===== config.mk =====
export PLATFORM = sky130hd
export DESIGN_NAME = signed_int_to_radix_text
export DESIGN_NICKNAME = d
export VERILOG_FILES = /design/src/rtl/sirt_pkg.sv /design/src/rtl/signed_int_to_radix_text.sv /design/src/rtl/sirt_ctrl.sv /design/src/rtl/sirt_dp.sv
export VERILOG_INCLUDE_DIRS = /design/src /design/src/rtl
export SDC_FILE = /design/constraint.sdc
export NUM_CORES = 1
export LEC_CHECK = 0
export BUFFER_PORTS_ARGS = -buffer_cell sky130_fd_sc_hd__buf_2
export CORE_UTILIZATION = 40
export CTS_CLUSTER_SIZE = 20
export DETAILED_ROUTE_END_ITERATION = 10
export GPL_ROUTABILITY_DRIVEN = 0
export PLACE_DENSITY_LB_ADDON = 0.2
export SETUP_SLACK_MARGIN = 0.3
export SLEW_MARGIN = 20
export SYNTH_ARGS = -nofsm -noshare
export SYNTH_HDL_FRONTEND = slang
export SYNTH_SLANG_ARGS = --single-unit

===== constraint.sdc =====
create_clock -name clock -period 18.89 [get_ports clock]
set_clock_uncertainty 0.1 [all_clocks]
set_input_delay 1.889 -clock clock [delete_from_list [all_inputs] [get_ports clock]]
set_output_delay 1.889 -clock clock [all_outputs]
set_load 0.005 [all_outputs]

===== src/rtl/signed_int_to_radix_text_defines.svh =====
// assertion macros shared by the radix text converter
`ifndef SIGNED_INT_TO_RADIX_TEXT_DEFINES_SVH
`define SIGNED_INT_TO_RADIX_TEXT_DEFINES_SVH
`ifndef SYNTHESIS
// same-cycle implication
`define SIRT_ASSERT_IMPL(label, clk, rst, ante, cons) \
   label: assert property (@(posedge clk) disable iff (rst) (ante) |-> (cons)) \
      else $error("sirt assertion failed");
// next-cycle implication
`define SIRT_ASSERT_NEXT(label, clk, rst, ante, cons) \
   label: assert property (@(posedge clk) disable iff (rst) (ante) |=> (cons)) \
      else $error("sirt assertion failed");
`else
`define SIRT_ASSERT_IMPL(label, clk, rst, ante, cons)
`define SIRT_ASSERT_NEXT(label, clk, rst, ante, cons)
`endif
`endif


===== src/rtl/sirt_pkg.sv =====
// shared constants and controller/datapath interface types
`timescale 1ns / 1ps
package sirt_pkg;

   localparam int ALPHABET_DEPTH = 64;
   localparam int NUMBER_WIDTH = 32;
   localparam int DIGIT_INDEX_WIDTH = 6;
   localparam int SYMBOL_WIDTH = 8;
   localparam int RADIX_WIDTH = 7;
   localparam int CSR_DATA_WIDTH = 32;
   localparam int CSR_ADDR_WIDTH = 2;

   localparam int DIGIT_WIDTH = $clog2(ALPHABET_DEPTH);
   localparam int MAX_DIGITS = NUMBER_WIDTH;
   localparam int BUF_ADDR_WIDTH = $clog2(MAX_DIGITS);
   localparam int COUNT_WIDTH = $clog2(MAX_DIGITS + 1);
   localparam int DIV_BITS = 4;
   localparam int DIV_STEPS = NUMBER_WIDTH / DIV_BITS;
   localparam int DIV_CNT_WIDTH = $clog2(DIV_STEPS);
   localparam int SEEN_IDX_WIDTH = SYMBOL_WIDTH - 1;
   localparam int SEEN_WIDTH = 2 ** SEEN_IDX_WIDTH;

   localparam logic [SYMBOL_WIDTH-1:0] SYM_LOW = 8'd32;
   localparam logic [SYMBOL_WIDTH-1:0] SYM_END = 8'd127;
   localparam logic [SYMBOL_WIDTH-1:0] SYM_PLUS = 8'h2B;
   localparam logic [SYMBOL_WIDTH-1:0] SYM_MINUS = 8'h2D;

   localparam logic REQ_LOAD = 1'b0;
   localparam logic REQ_CONVERT = 1'b1;

   localparam logic [CSR_ADDR_WIDTH-1:0] CSR_RADIX_ADDR = 2'd0;

   typedef struct packed {
      logic mem_wr;
      logic start;
      logic val_read;
      logic seen_set;
      logic div_step;
      logic dig_read;
      logic out_minus;
      logic out_sym;
   } cmd_type;

   typedef struct packed {
      logic radix_bad;
      logic sym_bad;
      logic val_last;
      logic div_last;
      logic quot_zero;
      logic neg;
      logic digits_done;
      logic out_busy;
      logic [COUNT_WIDTH-1:0] digit_count;
   } status_type;

endpackage


===== src/rtl/signed_int_to_radix_text.sv =====
// channel    | handshake            | payload
// req        | req_valid/req_ready  | req_type, req_digit_index, req_digit_symbol, req_number_value
// rsp        | rsp_valid/rsp_ready  | rsp_out_char, rsp_last_char
// csr        | apb psel/penable     | radix_length at byte address 0
//
// a load request writes one alphabet entry and leaves the block idle; a convert request
// with radix below 2 or above 64 is dropped and also leaves it idle. otherwise the
// alphabet check reads one entry at a time through the single memory read port, and
// each digit comes out of the 4-bit-per-cycle restoring divider.
// reset is synchronous and active high; alphabet contents are kept, radix clears to 0.
// a stalled rsp holds the output register; the block waits with the next character.
`timescale 1ns / 1ps
`include "signed_int_to_radix_text_defines.svh"
module signed_int_to_radix_text (
   input  logic                                        clock,
   input  logic                                        reset,
   input  logic                                        req_valid,
   output logic                                        req_ready,
   input  logic                                        req_type,
   input  logic [sirt_pkg::DIGIT_INDEX_WIDTH-1:0]      req_digit_index,
   input  logic [sirt_pkg::SYMBOL_WIDTH-1:0]           req_digit_symbol,
   input  logic signed [sirt_pkg::NUMBER_WIDTH-1:0]    req_number_value,
   output logic                                        rsp_valid,
   input  logic                                        rsp_ready,
   output logic [sirt_pkg::SYMBOL_WIDTH-1:0]           rsp_out_char,
   output logic                                        rsp_last_char,
   input  logic                                        csr_psel,
   input  logic                                        csr_penable,
   input  logic                                        csr_pwrite,
   input  logic [sirt_pkg::CSR_ADDR_WIDTH-1:0]         csr_paddr,
   input  logic [sirt_pkg::CSR_DATA_WIDTH-1:0]         csr_pwdata,
   output logic [sirt_pkg::CSR_DATA_WIDTH-1:0]         csr_prdata,
   output logic                                        csr_pready
);
   import sirt_pkg::*;

   cmd_type                dp_cmd;
   status_type             dp_status;
   logic [RADIX_WIDTH-1:0] radix_ff;

   always_ff @(posedge clock) begin
      if (reset) begin
         radix_ff <= '0;
      end else if (csr_psel && csr_penable && csr_pwrite && csr_pready &&
                   (csr_paddr == CSR_RADIX_ADDR)) begin
         radix_ff <= csr_pwdata[RADIX_WIDTH-1:0];
      end
   end

   assign csr_pready = 1'b1;
   assign csr_prdata = (csr_paddr == CSR_RADIX_ADDR) ? CSR_DATA_WIDTH'(radix_ff) : '0;

   sirt_ctrl u_ctrl (
      .clock     (clock),
      .reset     (reset),
      .req_valid (req_valid),
      .req_type  (req_type),
      .req_ready (req_ready),
      .status    (dp_status),
      .cmd       (dp_cmd)
   );

   sirt_dp u_dp (
      .clock            (clock),
      .reset            (reset),
      .cmd              (dp_cmd),
      .status           (dp_status),
      .radix_length     (radix_ff),
      .req_digit_index  (req_digit_index),
      .req_digit_symbol (req_digit_symbol),
      .req_number_value (req_number_value),
      .rsp_valid        (rsp_valid),
      .rsp_ready        (rsp_ready),
      .rsp_out_char     (rsp_out_char),
      .rsp_last_char    (rsp_last_char)
   );

   // load requests and rejected conversions leave the block idle
   `SIRT_ASSERT_NEXT(a_load_stays_idle, clock, reset, req_valid && req_ready && (req_type == REQ_LOAD), req_ready)
   `SIRT_ASSERT_NEXT(a_bad_radix_dropped, clock, reset, req_valid && req_ready && (req_type == REQ_CONVERT) && dp_status.radix_bad, req_ready)
   `SIRT_ASSERT_NEXT(a_convert_goes_busy, clock, reset, req_valid && req_ready && (req_type == REQ_CONVERT) && !dp_status.radix_bad, !req_ready)
   // never overwrite a character still waiting on the rsp side
   `SIRT_ASSERT_IMPL(a_no_output_overrun, clock, reset, dp_cmd.out_minus || dp_cmd.out_sym, !dp_status.out_busy)
   `SIRT_ASSERT_IMPL(a_digit_stack_bound, clock, reset, 1'b1, dp_status.digit_count <= COUNT_WIDTH'(MAX_DIGITS))

endmodule


===== src/rtl/sirt_ctrl.sv =====
// sequencing state machine for alphabet check, division and text output
`timescale 1ns / 1ps
module sirt_ctrl (
   input  logic                clock,
   input  logic                reset,
   input  logic                req_valid,
   input  logic                req_type,
   output logic                req_ready,
   input  sirt_pkg::status_type status,
   output sirt_pkg::cmd_type    cmd
);
   import sirt_pkg::*;

   typedef enum logic [2:0] {
      ST_IDLE,
      ST_VREAD,
      ST_VCHK,
      ST_DIV,
      ST_DIV_CHK,
      ST_SIGN,
      ST_RD,
      ST_PUT
   } state_type;

   state_type state_ff;
   state_type state_in;
   logic      ready_ff;

   always_comb begin
      cmd = '0;
      state_in = state_ff;
      unique case (state_ff)
         ST_IDLE: begin
            if (req_valid) begin
               if (req_type == REQ_LOAD) begin
                  cmd.mem_wr = 1'b1;
               end else if (!status.radix_bad) begin
                  cmd.start = 1'b1;
                  state_in = ST_VREAD;
               end
            end
         end
         ST_VREAD: begin
            cmd.val_read = 1'b1;
            state_in = ST_VCHK;
         end
         ST_VCHK: begin
            if (status.sym_bad) begin
               state_in = ST_IDLE;
            end else begin
               cmd.seen_set = 1'b1;
               state_in = status.val_last ? ST_DIV : ST_VREAD;
            end
         end
         ST_DIV: begin
            cmd.div_step = 1'b1;
            if (status.div_last) begin
               state_in = ST_DIV_CHK;
            end
         end
         ST_DIV_CHK: begin
            state_in = status.quot_zero ? ST_SIGN : ST_DIV;
         end
         ST_SIGN: begin
            if (!status.neg) begin
               state_in = ST_RD;
            end else if (!status.out_busy) begin
               cmd.out_minus = 1'b1;
               state_in = ST_RD;
            end
         end
         ST_RD: begin
            cmd.dig_read = 1'b1;
            state_in = ST_PUT;
         end
         ST_PUT: begin
            if (!status.out_busy) begin
               cmd.out_sym = 1'b1;
               state_in = status.digits_done ? ST_IDLE : ST_RD;
            end
         end
         default: begin
            state_in = ST_IDLE;
         end
      endcase
   end

   always_ff @(posedge clock) begin
      if (reset) begin
         state_ff <= ST_IDLE;
         ready_ff <= 1'b1;
      end else begin
         state_ff <= state_in;
         ready_ff <= (state_in == ST_IDLE);
      end
   end

   assign req_ready = ready_ff;

endmodule


===== src/rtl/sirt_dp.sv =====
// alphabet memory, symbol checker, radix divider, digit stack and output register
`timescale 1ns / 1ps
module sirt_dp (
   input  logic                                        clock,
   input  logic                                        reset,
   input  sirt_pkg::cmd_type                           cmd,
   output sirt_pkg::status_type                        status,
   input  logic [sirt_pkg::RADIX_WIDTH-1:0]            radix_length,
   input  logic [sirt_pkg::DIGIT_INDEX_WIDTH-1:0]      req_digit_index,
   input  logic [sirt_pkg::SYMBOL_WIDTH-1:0]           req_digit_symbol,
   input  logic signed [sirt_pkg::NUMBER_WIDTH-1:0]    req_number_value,
   output logic                                        rsp_valid,
   input  logic                                        rsp_ready,
   output logic [sirt_pkg::SYMBOL_WIDTH-1:0]           rsp_out_char,
   output logic                                        rsp_last_char
);
   import sirt_pkg::*;

   logic [SYMBOL_WIDTH-1:0]   alphabet_mem [ALPHABET_DEPTH];
   logic [SYMBOL_WIDTH-1:0]   rd_data_ff;
   logic [DIGIT_WIDTH-1:0]    rd_addr;
   logic [DIGIT_WIDTH-1:0]    idx_ff;
   logic [SEEN_WIDTH-1:0]     seen_ff;
   logic [NUMBER_WIDTH-1:0]   mag_ff;
   logic [NUMBER_WIDTH-1:0]   num_raw;
   logic                      neg_ff;
   logic [DIGIT_WIDTH-1:0]    rem_ff;
   logic [DIV_CNT_WIDTH-1:0]  cnt_ff;
   logic [DIGIT_WIDTH-1:0]    digit_buf_ff [MAX_DIGITS];
   logic [COUNT_WIDTH-1:0]    count_ff;
   logic [COUNT_WIDTH-1:0]    count_dec;
   logic [BUF_ADDR_WIDTH-1:0] top_idx;
   logic [NUMBER_WIDTH-1:0]   q_next;
   logic [DIGIT_WIDTH-1:0]    r_next;
   logic                      div_last;
   logic                      out_valid_ff;
   logic [SYMBOL_WIDTH-1:0]   out_char_ff;
   logic                      out_last_ff;

   assign num_raw   = $unsigned(req_number_value);
   assign count_dec = count_ff - COUNT_WIDTH'(1);
   assign top_idx   = count_dec[BUF_ADDR_WIDTH-1:0];
   assign rd_addr   = cmd.dig_read ? digit_buf_ff[top_idx] : idx_ff;
   assign div_last  = (cnt_ff == DIV_CNT_WIDTH'(DIV_STEPS - 1));

   // DIV_BITS restoring-division bits per cycle, remainder stays below the radix
   always_comb begin
      logic [DIGIT_WIDTH:0]    trial;
      logic [DIGIT_WIDTH-1:0]  r;
      logic [NUMBER_WIDTH-1:0] q;
      r = rem_ff;
      q = mag_ff;
      trial = '0;
      for (int k = 0; k < DIV_BITS; k++) begin
         trial = {r, q[NUMBER_WIDTH-1]};
         q = {q[NUMBER_WIDTH-2:0], 1'b0};
         if (trial >= radix_length) begin
            trial = trial - radix_length;
            q[0] = 1'b1;
         end
         r = trial[DIGIT_WIDTH-1:0];
      end
      q_next = q;
      r_next = r;
   end

   // alphabet store, one write and one registered read port
   always_ff @(posedge clock) begin
      if (cmd.mem_wr && (32'(req_digit_index) < ALPHABET_DEPTH)) begin
         alphabet_mem[req_digit_index[DIGIT_WIDTH-1:0]] <= req_digit_symbol;
      end
      if (cmd.val_read || cmd.dig_read) begin
         rd_data_ff <= alphabet_mem[rd_addr];
      end
   end

   always_ff @(posedge clock) begin
      if (cmd.start) begin
         idx_ff  <= '0;
         seen_ff <= '0;
         neg_ff  <= num_raw[NUMBER_WIDTH-1];
         mag_ff  <= num_raw[NUMBER_WIDTH-1] ? (NUMBER_WIDTH'(0) - num_raw) : num_raw;
         rem_ff  <= '0;
         cnt_ff  <= '0;
      end else begin
         if (cmd.seen_set) begin
            seen_ff[rd_data_ff[SEEN_IDX_WIDTH-1:0]] <= 1'b1;
            idx_ff <= idx_ff + DIGIT_WIDTH'(1);
         end
         if (cmd.div_step) begin
            mag_ff <= q_next;
            if (div_last) begin
               digit_buf_ff[count_ff[BUF_ADDR_WIDTH-1:0]] <= r_next;
               rem_ff <= '0;
               cnt_ff <= '0;
            end else begin
               rem_ff <= r_next;
               cnt_ff <= cnt_ff + DIV_CNT_WIDTH'(1);
            end
         end
      end
      if (cmd.out_minus || cmd.out_sym) begin
         out_char_ff <= cmd.out_minus ? SYM_MINUS : rd_data_ff;
         out_last_ff <= cmd.out_sym && (count_ff == '0);
      end
   end

   always_ff @(posedge clock) begin
      if (reset) begin
         count_ff     <= '0;
         out_valid_ff <= 1'b0;
      end else begin
         if (cmd.start) begin
            count_ff <= '0;
         end else if (cmd.div_step && div_last) begin
            count_ff <= count_ff + COUNT_WIDTH'(1);
         end else if (cmd.dig_read) begin
            count_ff <= count_dec;
         end
         if (cmd.out_minus || cmd.out_sym) begin
            out_valid_ff <= 1'b1;
         end else if (rsp_ready) begin
            out_valid_ff <= 1'b0;
         end
      end
   end

   always_comb begin
      status.radix_bad = (radix_length < RADIX_WIDTH'(2)) ||
                         (radix_length > RADIX_WIDTH'(ALPHABET_DEPTH));
      status.sym_bad = (rd_data_ff < SYM_LOW) || (rd_data_ff >= SYM_END) ||
                       (rd_data_ff == SYM_PLUS) || (rd_data_ff == SYM_MINUS) ||
                       seen_ff[rd_data_ff[SEEN_IDX_WIDTH-1:0]];
      status.val_last = ({1'b0, idx_ff} == (radix_length - RADIX_WIDTH'(1)));
      status.div_last = div_last;
      status.quot_zero = (mag_ff == '0);
      status.neg = neg_ff;
      status.digits_done = (count_ff == '0);
      status.out_busy = out_valid_ff;
      status.digit_count = count_ff;
   end

   assign rsp_valid     = out_valid_ff;
   assign rsp_out_char  = out_char_ff;
   assign rsp_last_char = out_last_ff;

endmodule


==> flow_summary.ini <==
[run_status]
outcome = completed

[placed_design]
dpl.hpwl_um = 57900
port-buffer-count = 80
placement.cell_area_um2 = 39800

[synth]
postSynthAreaPerCell_um2 = 14.3
muxShareOfSynthArea_pct = 12.5
synth_top_family_by_area = multiplexers
post_synth_xor_area_fraction_pct = 1.43
syn_area_um2 = 38500
seq_area_frac_synth_pct = 65.6
synth_edf_count = 754
postSynthRegisterBits = 883
synthesis.yosys.warnings = 0
post_synth_and_or_nand_nor_area_fraction_pct = 8.15
synthArstFlopShare_pct = 0
ys.flop_type = sky130_fd_sc_hd__edfxtp_1
netlist_instances = 2682
synth-adder-area-share_pct = 1.44
yosysUniqueCellTypes = 89
synth_compound_area_share_pct = 7.59

[critical_path]
worst_path_most_repeated_cell = sky130_fd_sc_hd__o21ai_0
worst_setup_path_endpoint = u_dp.digit_buf_ff[24][3]$_DFFE_PP_
cp_num_buf_inv = 4
critical_path.top_delay_family = compound AO/OA/AOI/OAI gates
worst_path_largest_cell_delay_ns = 0.73
required_ns = 19.15
regToRegEndpoint = u_dp.digit_buf_ff[24][3]$_DFFE_PP_
crit_arrival_ns = 10.67
setup.worst_path.start = radix_ff[1]$_SDFFE_PP0P_
worst_path_max_delay_cell = sky130_fd_sc_hd__mux2_2
critical_path.endpoint_type = register
worst-r2r-setup-slack_ns = 8.48
timing.rr.start = radix_ff[1]$_SDFFE_PP0P_
reg2regPathDepth = 40
critPathKind = register to register
startpoint_type = register
timing.critical_path.fanout_max = 32
cp.depth = 40

[clocking]
path_clk_slew_ns = 0.06
tritoncts = built
cts_hold_buffers = 0
cts_sinks = 883
clock_tree.root_cell = sky130_fd_sc_hd__clkbuf_16
ctsHtreeMaxLevel = 3
clk_latency_ns = 0.68
cts_inserted_buffers = 96
clock_tree.buffer_depth = 3
cts-resized-gates = 0
postCtsSetupRepairBufs = 0

[die]
die_y_um = 312
design.portCount = 132
die_area_um2 = 97400
initial_core_util_pct = 40.4
placeableCoreArea_um2 = 95200
floorplan.die.width_um = 312
fp-row-count = 113

[layout]
mostFrequentLayoutCell = sky130_fd_sc_hd__edfxtp_1
final_area_um2 = 42900
commonest_cells_after_routing_fill_and_taps_aside = sky130_fd_sc_hd__edfxtp_1 (754), sky130_fd_sc_hd__nor2_1 (261), sky130_fd_sc_hd__mux2i_1 (254), sky130_fd_sc_hd__nand2_1 (215), sky130_fd_sc_hd__dfxtp_1 (128)
share_of_layout_cells_above_drive_strength_1_pct = 14.6
post-route-util_pct = 45.1
antenna-diode-count = 0
nNetsFinal = 2880
syn_to_final_growth_pct = 11.4

[pwr]
vdd.ir_drop.worst_mv = 0.540
internal_dissipation_mw = 4.78
pwr-share-clk_pct = 24.9
switchingPower_mw = 2.55
netSwitchingFraction_pct = 34.8
pwr-share-seq_pct = 42.1
power_per_cell_area_nw_per_um2 = 171
report.power.total_mw = 7.33
leakagePower_nw = 15.1
combPwrFrac_pct = 33.0

[sta]
fmax_ghz = 0.0961
setup_violations = 0
slew_viol_final = 0
final.setup.tns_ns = 0
min_period_ns = 10.41
grt_setup_unrepaired = false
hold_slack_ns = 0.340
timing.final.hold_violations = 0
fin_crit_sh_pct = 55.1
worst_slew_pin_slew_ns = 1.03
timing.max_slew.rel_slack_pct = 31.6

[global_route]
maximum_number_of_pins_on_one_net_before_global_route_repair = 96
grt-busiest-layer = met2
antenna_found_initial = 3
grtUsageTotal_pct = 18.7
grt_overflow = 0
vias_in_the_first_global_route = 22200
grt_util_met2_pct = 30.0
grt_use_met1_pct = 26.1
grt_first_pass_wirelength_um = 139000
grtUsageMet3_pct = 3.10

[detailed_routing]
postRouteWirelength_um = 92200
post-route-drc-count = 0
detail_route.iter0.violations = 1842
final_antenna_net_count = 0
num_vias = 22600
first_pass_iteration_count_of_the_detailed_router = 5
drt-vias-per-instance = 5.52
wire_per_inst_um = 22.5

[worst_hold_path]
holdCritPathClass = register to register
min_path_cells = 2

[flow_run]
drv.max_cap_violation_count = 0
==> power by group through the flow <==
stage / Combinational [mW] / Sequential (mW) / Clock (mW)
after floorplan: 1.46 / 3.15 / 0
after global placement: 2.33 / 3.12 / 0
after detailed placement: 2.44 / 3.12 / 0
after CTS: 2.44 / 3.08 / 1.86
after global routing: 2.63 / 3.08 / 1.93
final: 2.42 / 3.08 / 1.83
==> layout make-up <==
class,count,area [um2]
inverter,49,184
multi-input combinational,1603,12100
fill,8388,52300
timing repair buffer,117,683
clock buffer,123,2530
tap,1265,1580
clock inverter,52,543
sequential,883,25200
==> registers in the layout (all words and copies together) (netlist names), 3 cells and up <==
register           count
u_dp.seen_ff          96
u_dp.rd_data_ff        8
u_dp.mag_ff           32
u_dp.idx_ff            6
u_dp.rem_ff            6
u_dp.count_ff          6
u_dp.cnt_ff            3
u_dp.alphabet_mem    512
u_ctrl.state_ff        3
u_dp.rsp_out_char      8
u_dp.digit_buf_ff    192
radix_ff               7
==> kinds of logic (layout without fill, tap and decap cells) <==
logic type,Yosys count,count (layout)
DFF,883,883
other,2,26
buffers and inverters,220,341
xor gates and xnor gates,62,62
muxes,380,380
AOI/OAI and AO/OA,399,399
and+or+nand+nor,694,694
adders and majority gates,42,42
==> worst min path at each step <==
stage / from / to / slack (ns)
6_report: u_dp.seen_ff[45]$_SDFFE_PP0P_ / u_dp.seen_ff[45]$_SDFFE_PP0P_ / 0.34
2_1_floorplan: u_dp.seen_ff[45]$_SDFFE_PP0P_ / u_dp.seen_ff[45]$_SDFFE_PP0P_ / 0.32
3_3_place_gp: u_dp.seen_ff[45]$_SDFFE_PP0P_ / u_dp.seen_ff[45]$_SDFFE_PP0P_ / 0.33
4_1_cts: u_dp.seen_ff[45]$_SDFFE_PP0P_ / u_dp.seen_ff[45]$_SDFFE_PP0P_ / 0.34
3_5_place_dp: u_dp.seen_ff[45]$_SDFFE_PP0P_ / u_dp.seen_ff[45]$_SDFFE_PP0P_ / 0.33
5_1_grt: u_dp.seen_ff[45]$_SDFFE_PP0P_ / u_dp.seen_ff[45]$_SDFFE_PP0P_ / 0.37
==> per-stage QoR <==
step	std cells	setup slack (ns)
2_1_floorplan	2706	9.29
4_1_cts	4092	8.64
5_1_grt	4092	7.31
3_5_place_dp	3917	8.65
6_report	4092	8.48
3_3_place_gp	3917	9.06
==> synth_stat cells, drive strengths merged (5+ instances only) <==
master	number	area [um2]
nand3	41	205
o41ai	6	71.3
buf	102	841
a211oi	7	70.1
a31oi	12	87.6
nand2b	13	81.3
nor2	262	986
nand4	10	62.6
o32ai	8	70.1
nor3	32	171
nand2	216	811
o211ai	7	52.6
dfxtp	129	2580
a32oi	5	51.3
or4	18	135
nand3b	7	52.6
ha	38	475
or2	9	56.3
o21a	89	668
nor2b	15	93.8
o31ai	23	173
and3	22	138
and2	12	75.1
o21ai	82	414
a22o	8	70.1
o22ai	25	163
nor4	12	75.1
a21oi	32	160
xor2	39	349
or3	13	81.3
a311oi	17	149
clkbuf	69	263
mux4	74	1670
a221o	14	140
a32o	10	100
o2bb2ai	5	43.8
inv	46	173
a221oi	11	96.3
xnor2	23	201
a22oi	6	45.0
edfxtp	754	22600
mux2	51	574
mux2i	255	2550
==> layer usage <==
metal  vias to the layer above  part of all wire [%]
li1                      10300                     -
met1                     11500                    45
met2                       679                    47
met3                       154                   5.6
met4                         2                   2.3
met5                         -                 0.012
==> worst reg2reg max path, delay by kind of cell (launching register included) <==
kind | cells | cell delay, ns
AO/OA/AOI/OAI | 21 | 4.89
adder cells (fa/ha/maj) | 4 | 1.14
buffers and inverters | 4 | 0.55
flip-flops | 1 | 0.69
multiplexers | 2 | 1.14
AND/OR/NAND/NOR | 9 | 1.59
Power figures use the tool's default switching activity.
